[config.mk]
export PLATFORM = sky130hd
export DESIGN_NAME = rcla_fifo
export DESIGN_NICKNAME = d
export VERILOG_FILES = /design/src/hw/rtl/rcla_pkg.sv /design/src/hw/rtl/rcla_fifo.sv
export SDC_FILE = /design/constraint.sdc
export NUM_CORES = 1
export LEC_CHECK = 0
export BUFFER_PORTS_ARGS = -buffer_cell sky130_fd_sc_hd__buf_2
export CAP_MARGIN = 25
export CORE_MARGIN = 4
export CORE_UTILIZATION = 49
export DETAILED_ROUTE_END_ITERATION = 10
export GPL_TIMING_DRIVEN = 0
export HOLD_SLACK_MARGIN = 0.06
export PLACE_DENSITY_LB_ADDON = 0.05
export SYNTH_ARGS = -nofsm -noshare
export SYNTH_HDL_FRONTEND = slang
export SYNTH_SLANG_ARGS = --single-unit
[constraint.sdc]
create_clock -name clk -period 8 [get_ports clk]
set_input_delay 0.8 -clock clk [delete_from_list [all_inputs] [get_ports clk]]
set_output_delay 0.8 -clock clk [all_outputs]
set_load 0.05 [all_outputs]
[src/hw/rtl/rcla_pkg.sv]
// ----------------------------------------------------------------------------
// rcla_pkg
// Types, codes and helpers shared by the channel lease arbiter modules.
// ----------------------------------------------------------------------------
package rcla_pkg;

  localparam logic [2:0] CMD_LEASE  = 3'd0;
  localparam logic [2:0] CMD_CANCEL = 3'd1;
  localparam logic [2:0] CMD_LOOKUP = 3'd2;
  localparam logic [2:0] CMD_CLEAR  = 3'd3;
  localparam logic [2:0] CMD_QUERY  = 3'd4;

  localparam logic [2:0] ST_OK       = 3'd0;
  localparam logic [2:0] ST_DENIED   = 3'd1;
  localparam logic [2:0] ST_NO_LEASE = 3'd2;
  localparam logic [2:0] ST_NOT_OWN  = 3'd3;
  localparam logic [2:0] ST_BAD_CHAN = 3'd4;

  localparam logic [1:0] CFG_ENABLE    = 2'd0;
  localparam logic [1:0] CFG_HIST_LIM  = 2'd1;
  localparam logic [1:0] CFG_INIT_CHAN = 2'd2;

  localparam logic [7:0] PRIO_NONE = 8'hFF;
  localparam int         QDEPTH    = 4;

  typedef enum logic [2:0] {
    OP_LEASE, OP_CANCEL, OP_LOOKUP, OP_CLEAR, OP_QUERY, OP_NOP
  } op_t;

  typedef struct packed {
    logic [2:0]  command;
    logic [47:0] now_time;
    logic [15:0] owner_id;
    logic [7:0]  lease_priority;
    logic [7:0]  channel;
    logic [47:0] lease_length;
    logic [31:0] cancel_key;
    logic [47:0] packet_time;
  } in_item_t;

  typedef struct packed {
    logic [2:0]  status;
    logic [47:0] result_value;
    logic        retune_valid;
    logic [7:0]  retune_channel;
  } out_item_t;

  typedef struct packed {
    op_t      op;
    in_item_t item;
  } cmd_ent_t;

  typedef struct packed {
    logic       we;
    logic [1:0] index;
    logic [6:0] wdata;
  } cfg_wr_t;

  typedef struct packed {
    logic [47:0] start;
    logic [7:0]  chan;
  } hist_ent_t;

  function automatic logic [47:0] sat_add48(input logic [47:0] a, input logic [47:0] b);
    logic [48:0] s;
    s = {1'b0, a} + {1'b0, b};
    return s[48] ? 48'hFFFF_FFFF_FFFF : s[47:0];
  endfunction

endpackage

[src/hw/rtl/rcla_fifo.sv]
// ----------------------------------------------------------------------------
// rcla_fifo
// Short command queue between the front and the back.
// ----------------------------------------------------------------------------
module rcla_fifo (
  input  logic               clk,
  input  logic               rst_n,
  input  logic               we,
  input  rcla_pkg::cmd_ent_t wdata,
  input  logic               pop,
  output logic               full,
  output logic               empty,
  output rcla_pkg::cmd_ent_t rdata
);
  import rcla_pkg::*;

  localparam int PW = $clog2(QDEPTH);

  cmd_ent_t      ent_r [QDEPTH];
  logic [PW-1:0] wp_r;
  logic [PW-1:0] rp_r;
  logic [PW:0]   cnt_r;

  assign full  = (cnt_r == (PW+1)'(QDEPTH));
  assign empty = (cnt_r == '0);
  assign rdata = ent_r[rp_r];

  always_ff @(posedge clk) begin
    if (we) begin
      ent_r[wp_r] <= wdata;
    end
    if (!rst_n) begin
      wp_r  <= '0;
      rp_r  <= '0;
      cnt_r <= '0;
    end else begin
      if (we) wp_r <= wp_r + 1'b1;
      if (pop && !empty) rp_r <= rp_r + 1'b1;
      cnt_r <= cnt_r + (PW+1)'(we) - (PW+1)'(pop && !empty);
    end
  end

endmodule

# Word-level counts from Yosys, hierarchy flattened
# Memory sizes are Yosys's and may differ from the RTL's. A register that Yosys moved wholly into a read port is not among the register bits.
# Cells that the tools add are included.
dict set report totals {
  reg_bits 7
  ramBits 856
  input_bits 218
  out_inout_bits 216
  word_cells 16
  mem_count 1
}
dict set report classes {
  addsub 4
  eq_ne 1
  mux 4
  reduce_logical 3
}
# name depth width read_ports rd_ports_with_merged_regs wr line
set mem_list {}
lappend mem_list {ent_r 4 214 1 1 1 rcla_fifo.sv:19} ;# cmd_ent_t ent_r [QDEPTH];
# op n
set op_table {}
lappend op_table {{$add A2 B1 Y2 const B} 2}
lappend op_table {{$mux W2} 2}
lappend op_table {{$add A3 B1 Y3} 1}
lappend op_table {{$eq A3 B3 Y1 const B} 1}
lappend op_table {{$logic_not A3 Y1} 1}
lappend op_table {{$sub A3 B1 Y3} 1}
lappend op_table {{$mux W1} 2}
lappend op_table {{$logic_and A1 B1 Y1} 1}
lappend op_table {{$logic_not A1 Y1} 1}

# Depth between registers and ports, before layout
dict set report logic_depth {
  word_depth 5
  depth_mapped 8
  ltp_nobuf 8
}

# Worst setup path before layout
# Ideal clock, no wire load.
dict set report synth_path {
  path_kind {input port to flip-flop}
  startpoint {input we}
  endpoint {memory ent_r[0][0] in the netlist's numbering (enable)}
  setup_ps 600
  t_arrival_ps 5650
  required_time_ps 7400
  slack_ps 1750
  cell_stages 1
  cell_sequence {and2_1}
}
dict set report synth_between {
  elab_chain_len 2
}
# element line
set synth_rtl {}
lappend synth_rtl {{from (decl)} rcla_fifo.sv:8} ;# input logic we,
lappend synth_rtl {{$mux W1} rcla_fifo.sv:29} ;# if (we) begin
lappend synth_rtl {{$mux W1 (implied by the code)} rcla_fifo.sv:30} ;# ent_r[wp_r] <= wdata;
lappend synth_rtl {{to (decl)} rcla_fifo.sv:19}
# No other way between the ends.

==> run summary <==
multiplexer area fraction after synthesis: 15.8%
Clk Latency, worst-skew pair: 0.61 ns
maxcap violations: 0
hold buffer count at CTS: 0
Mapped Avg Cell Area: 27.1 um2
Setup WS pre-CTS: 4.77 ns
DRC Markers: 0
Routed WL: 64900 um
Leak: 12.8 nW
Max Clock Freq: 269 MHz
global-route wire length before repair: 95000 um
Syn-to-layout area delta: 20.6%
Post-Synth Simple-Gate Area: 0.282%
Synth Instances: 1162
CTS root buffer: clkbuf_16
Max Slew Vio Count: 0
Rows: 92
Via density: 5.38
outcome: finished clean
Fin. Hold Viols: 0
buffer count from post-CTS setup fixing: 0
io pins: 434
post-synth cell types: 22
initial antenna violation count: 22
Total GRT Usage: 19.0%
Synth Area in Compound Gates: 0.0557%
Inserted Clock Buffers: 88
clk_skew: 0.0101 ns
worst-case reg-to-reg path depth: 6
R2R Path Start: wp_r[0]
TritonCTS clock tree: yes
area share of the largest cell type after synthesis: 81.7%
Slowest cell on crit path: clkbuf_1
synth top area cells: edfxtp_1, mux4_2, mux4_1, buf_6, dfxtp_1
Arrival @ worst endpoint: 2.91 ns
Synth Register Bits: 865
Worst Hold Depth: 1
Seq/Total Area, Yosys: 82.3%
routed len/inst: 24.7 um
CP endpoint kind: output pin
clk slew on worst S/H paths: 0.06 ns
crit-path max FO: 10
most common cell after layout, fill and taps aside: edfxtp_1
max incr delay on CP: 0.67 ns
die area: 68300 um2
Routed Antenna Nets: 0
Iter 0 DRT Violations: 981
PD cells: 323 nW/um2
Net Count, Synth: 1387
global placement routability congestion: 0.727
Final Util: 59.9%
CORE AREA: 63300 um2
crit-path cells: buf_2, clkbuf_1, buf_2, mux4_2, buf_2
Crit path max-delay family: buffers and inverters
HP Class: in2reg
die height: 261 um
RSZ-0062 raised after global routing: false
Bufs and invs on worst path: 4
PortBufs: 433
period utilization: 46.4%
via count of the routed design: 14100
CTS Sinks: 865
largest net degree at the start of global routing: 57
Rel. slew slack: 44.4%
Clock Tree Buf Depth: 3
Initial Utilization: 49.7%
Congestion Overflow GR: 0
most used cell, CP: buf_2
yosys warns: 0
DP Wirelength: 41700 um
Max VDD drop: 0.000247 V
TritonRoute pass-1 iters: 4
final setup margin: 4.29 ns
worst hold start: wdata[138]
Period minus WS final: 3.71 ns
hold endpoint: ent_r[1][138]
Mapped Area: 31500 um2
layout cells sized above 1: 45.0%
Critical R2R Capture: ent_r[2][171]
commonest cells after routing, fill and taps aside: edfxtp_1, buf_2, mux4_2, clkbuf_16, clkbuf_1
die width: 261 um
Adder-Cell Fraction of Synth Area: 0.302%
internal reg-to-reg setup slack: 5.61 ns
final setup fails: 0
H-tree depth: 3
CTS resizes: 0
Worst-Margin Slew: 0.835 ns
WP data required: 7.20 ns
fill count: 4579
critical path depth: 5
largest family of logic cells by synthesized area: multiplexers
CP startpoint kind: flip-flop
vias in the first global route: 14800
biggest area consumer among synthesized cells: edfxtp_1
crit path kind: reg2out
xor/xnor cell area share of the yosys netlist: 0.0994%
fin nets: 1927
-- cells in the mapped netlist --
cell type,n
edfxtp_1,856
fa_1,1
buf_8,2
nor2b_1,3
nand2_1,2
mux4_1,28
clkbuf_1,6
nor3_1,1
o311ai_0,1
buf_2,23
inv_1,5
xor2_1,1
nand2b_1,2
mux2i_1,4
o31a_1,1
mux4_2,186
ha_1,6
and2_1,6
xnor3_1,1
nor3b_1,1
buf_6,17
dfxtp_1,9
-- cell families after synthesis --
kind of cell / Yosys count
AND/OR/NAND/NOR: 15
multiplexers: 218
adder cells (fa/ha/maj): 7
XOR/XNOR: 2
AO/OA/AOI/OAI: 2
flip-flops: 865
buffers and inverters: 53
-- worst register-to-register path, delay by kind of cell (launching register included) --
| family | cells | cell delay, ns |
|---|---|---|
| adders and majority gates | 1 | 0.16 |
| DFF | 1 | 0.35 |
| and+or+nand+nor | 1 | 0.49 |
| buffers and inverters | 4 | 1.03 |
-- power by group --
| part | internal (mW) | switching, mW |
|---|---|---|
| Combinational | 0.963 | 2.13 |
| Clock | 2.31 | 1.59 |
| Sequential | 5.22 | 0.0474 |
| Total | 8.49 | 3.76 |
-- how the worst max path moves through the flow --
stage	startpoint	end	slack [ns]
after detailed placement	flip-flop	rdata[109]	4.77
final	flip-flop	rdata[115]	4.29
after floorplan	we	ent_r[0][0]	1.75
after global placement	we	ent_r[1][203]	-2.78
after global routing	flip-flop	rdata[109]	4.07
after CTS	flip-flop	rdata[109]	4.10
-- routing by layer --
metal	track usage (%)	wire length, um	vias to the layer above
met5	0	162	-
met4	6.36	1930	24
met3	6.58	5530	147
met2	30.9	32800	366
met1	24.2	24500	7377
li1	-	-	6215
-- stage by stage --
step / hold slack, ns / TNS [ns] / area, um2 / std cells / total power, mW
6_report: 0.401 / 0 / 37900 / 2626 / 12.3
3_5_place_dp: 0.476 / 0 / 35200 / 2458 / 8.51
3_3_place_gp: 0.465 / -2320.75 / 34700 / 2441 / 8.55
4_1_cts: 0.348 / 0 / 37900 / 2614 / 12.4
5_1_grt: 0.363 / 0 / 37900 / 2619 / 12.7
2_1_floorplan: 0.449 / 0 / 31500 / 1162 / 7.74
-- final cells by class --
cell class	count	area, um2	share of cell area [%]
repair buffers	450	2630	6.93
clock inverters	38	357	0.940
multi-input cells	244	5210	13.7
inverters	5	18.8	0.0495
flip-flops and latches	865	25900	68.2
well taps	846	1060	2.79
clock buffers	118	2390	6.30
plain buffers	48	359	0.947
diodes	12	30.0	0.0792
-- flip-flops by register name, indices dropped and copies added, names as in the netlist, named ones only --
register	count
wp_r	2
ent_r	856
rp_r	2
cnt_r	3
Note: power is estimated with default switching activity, not from simulation.
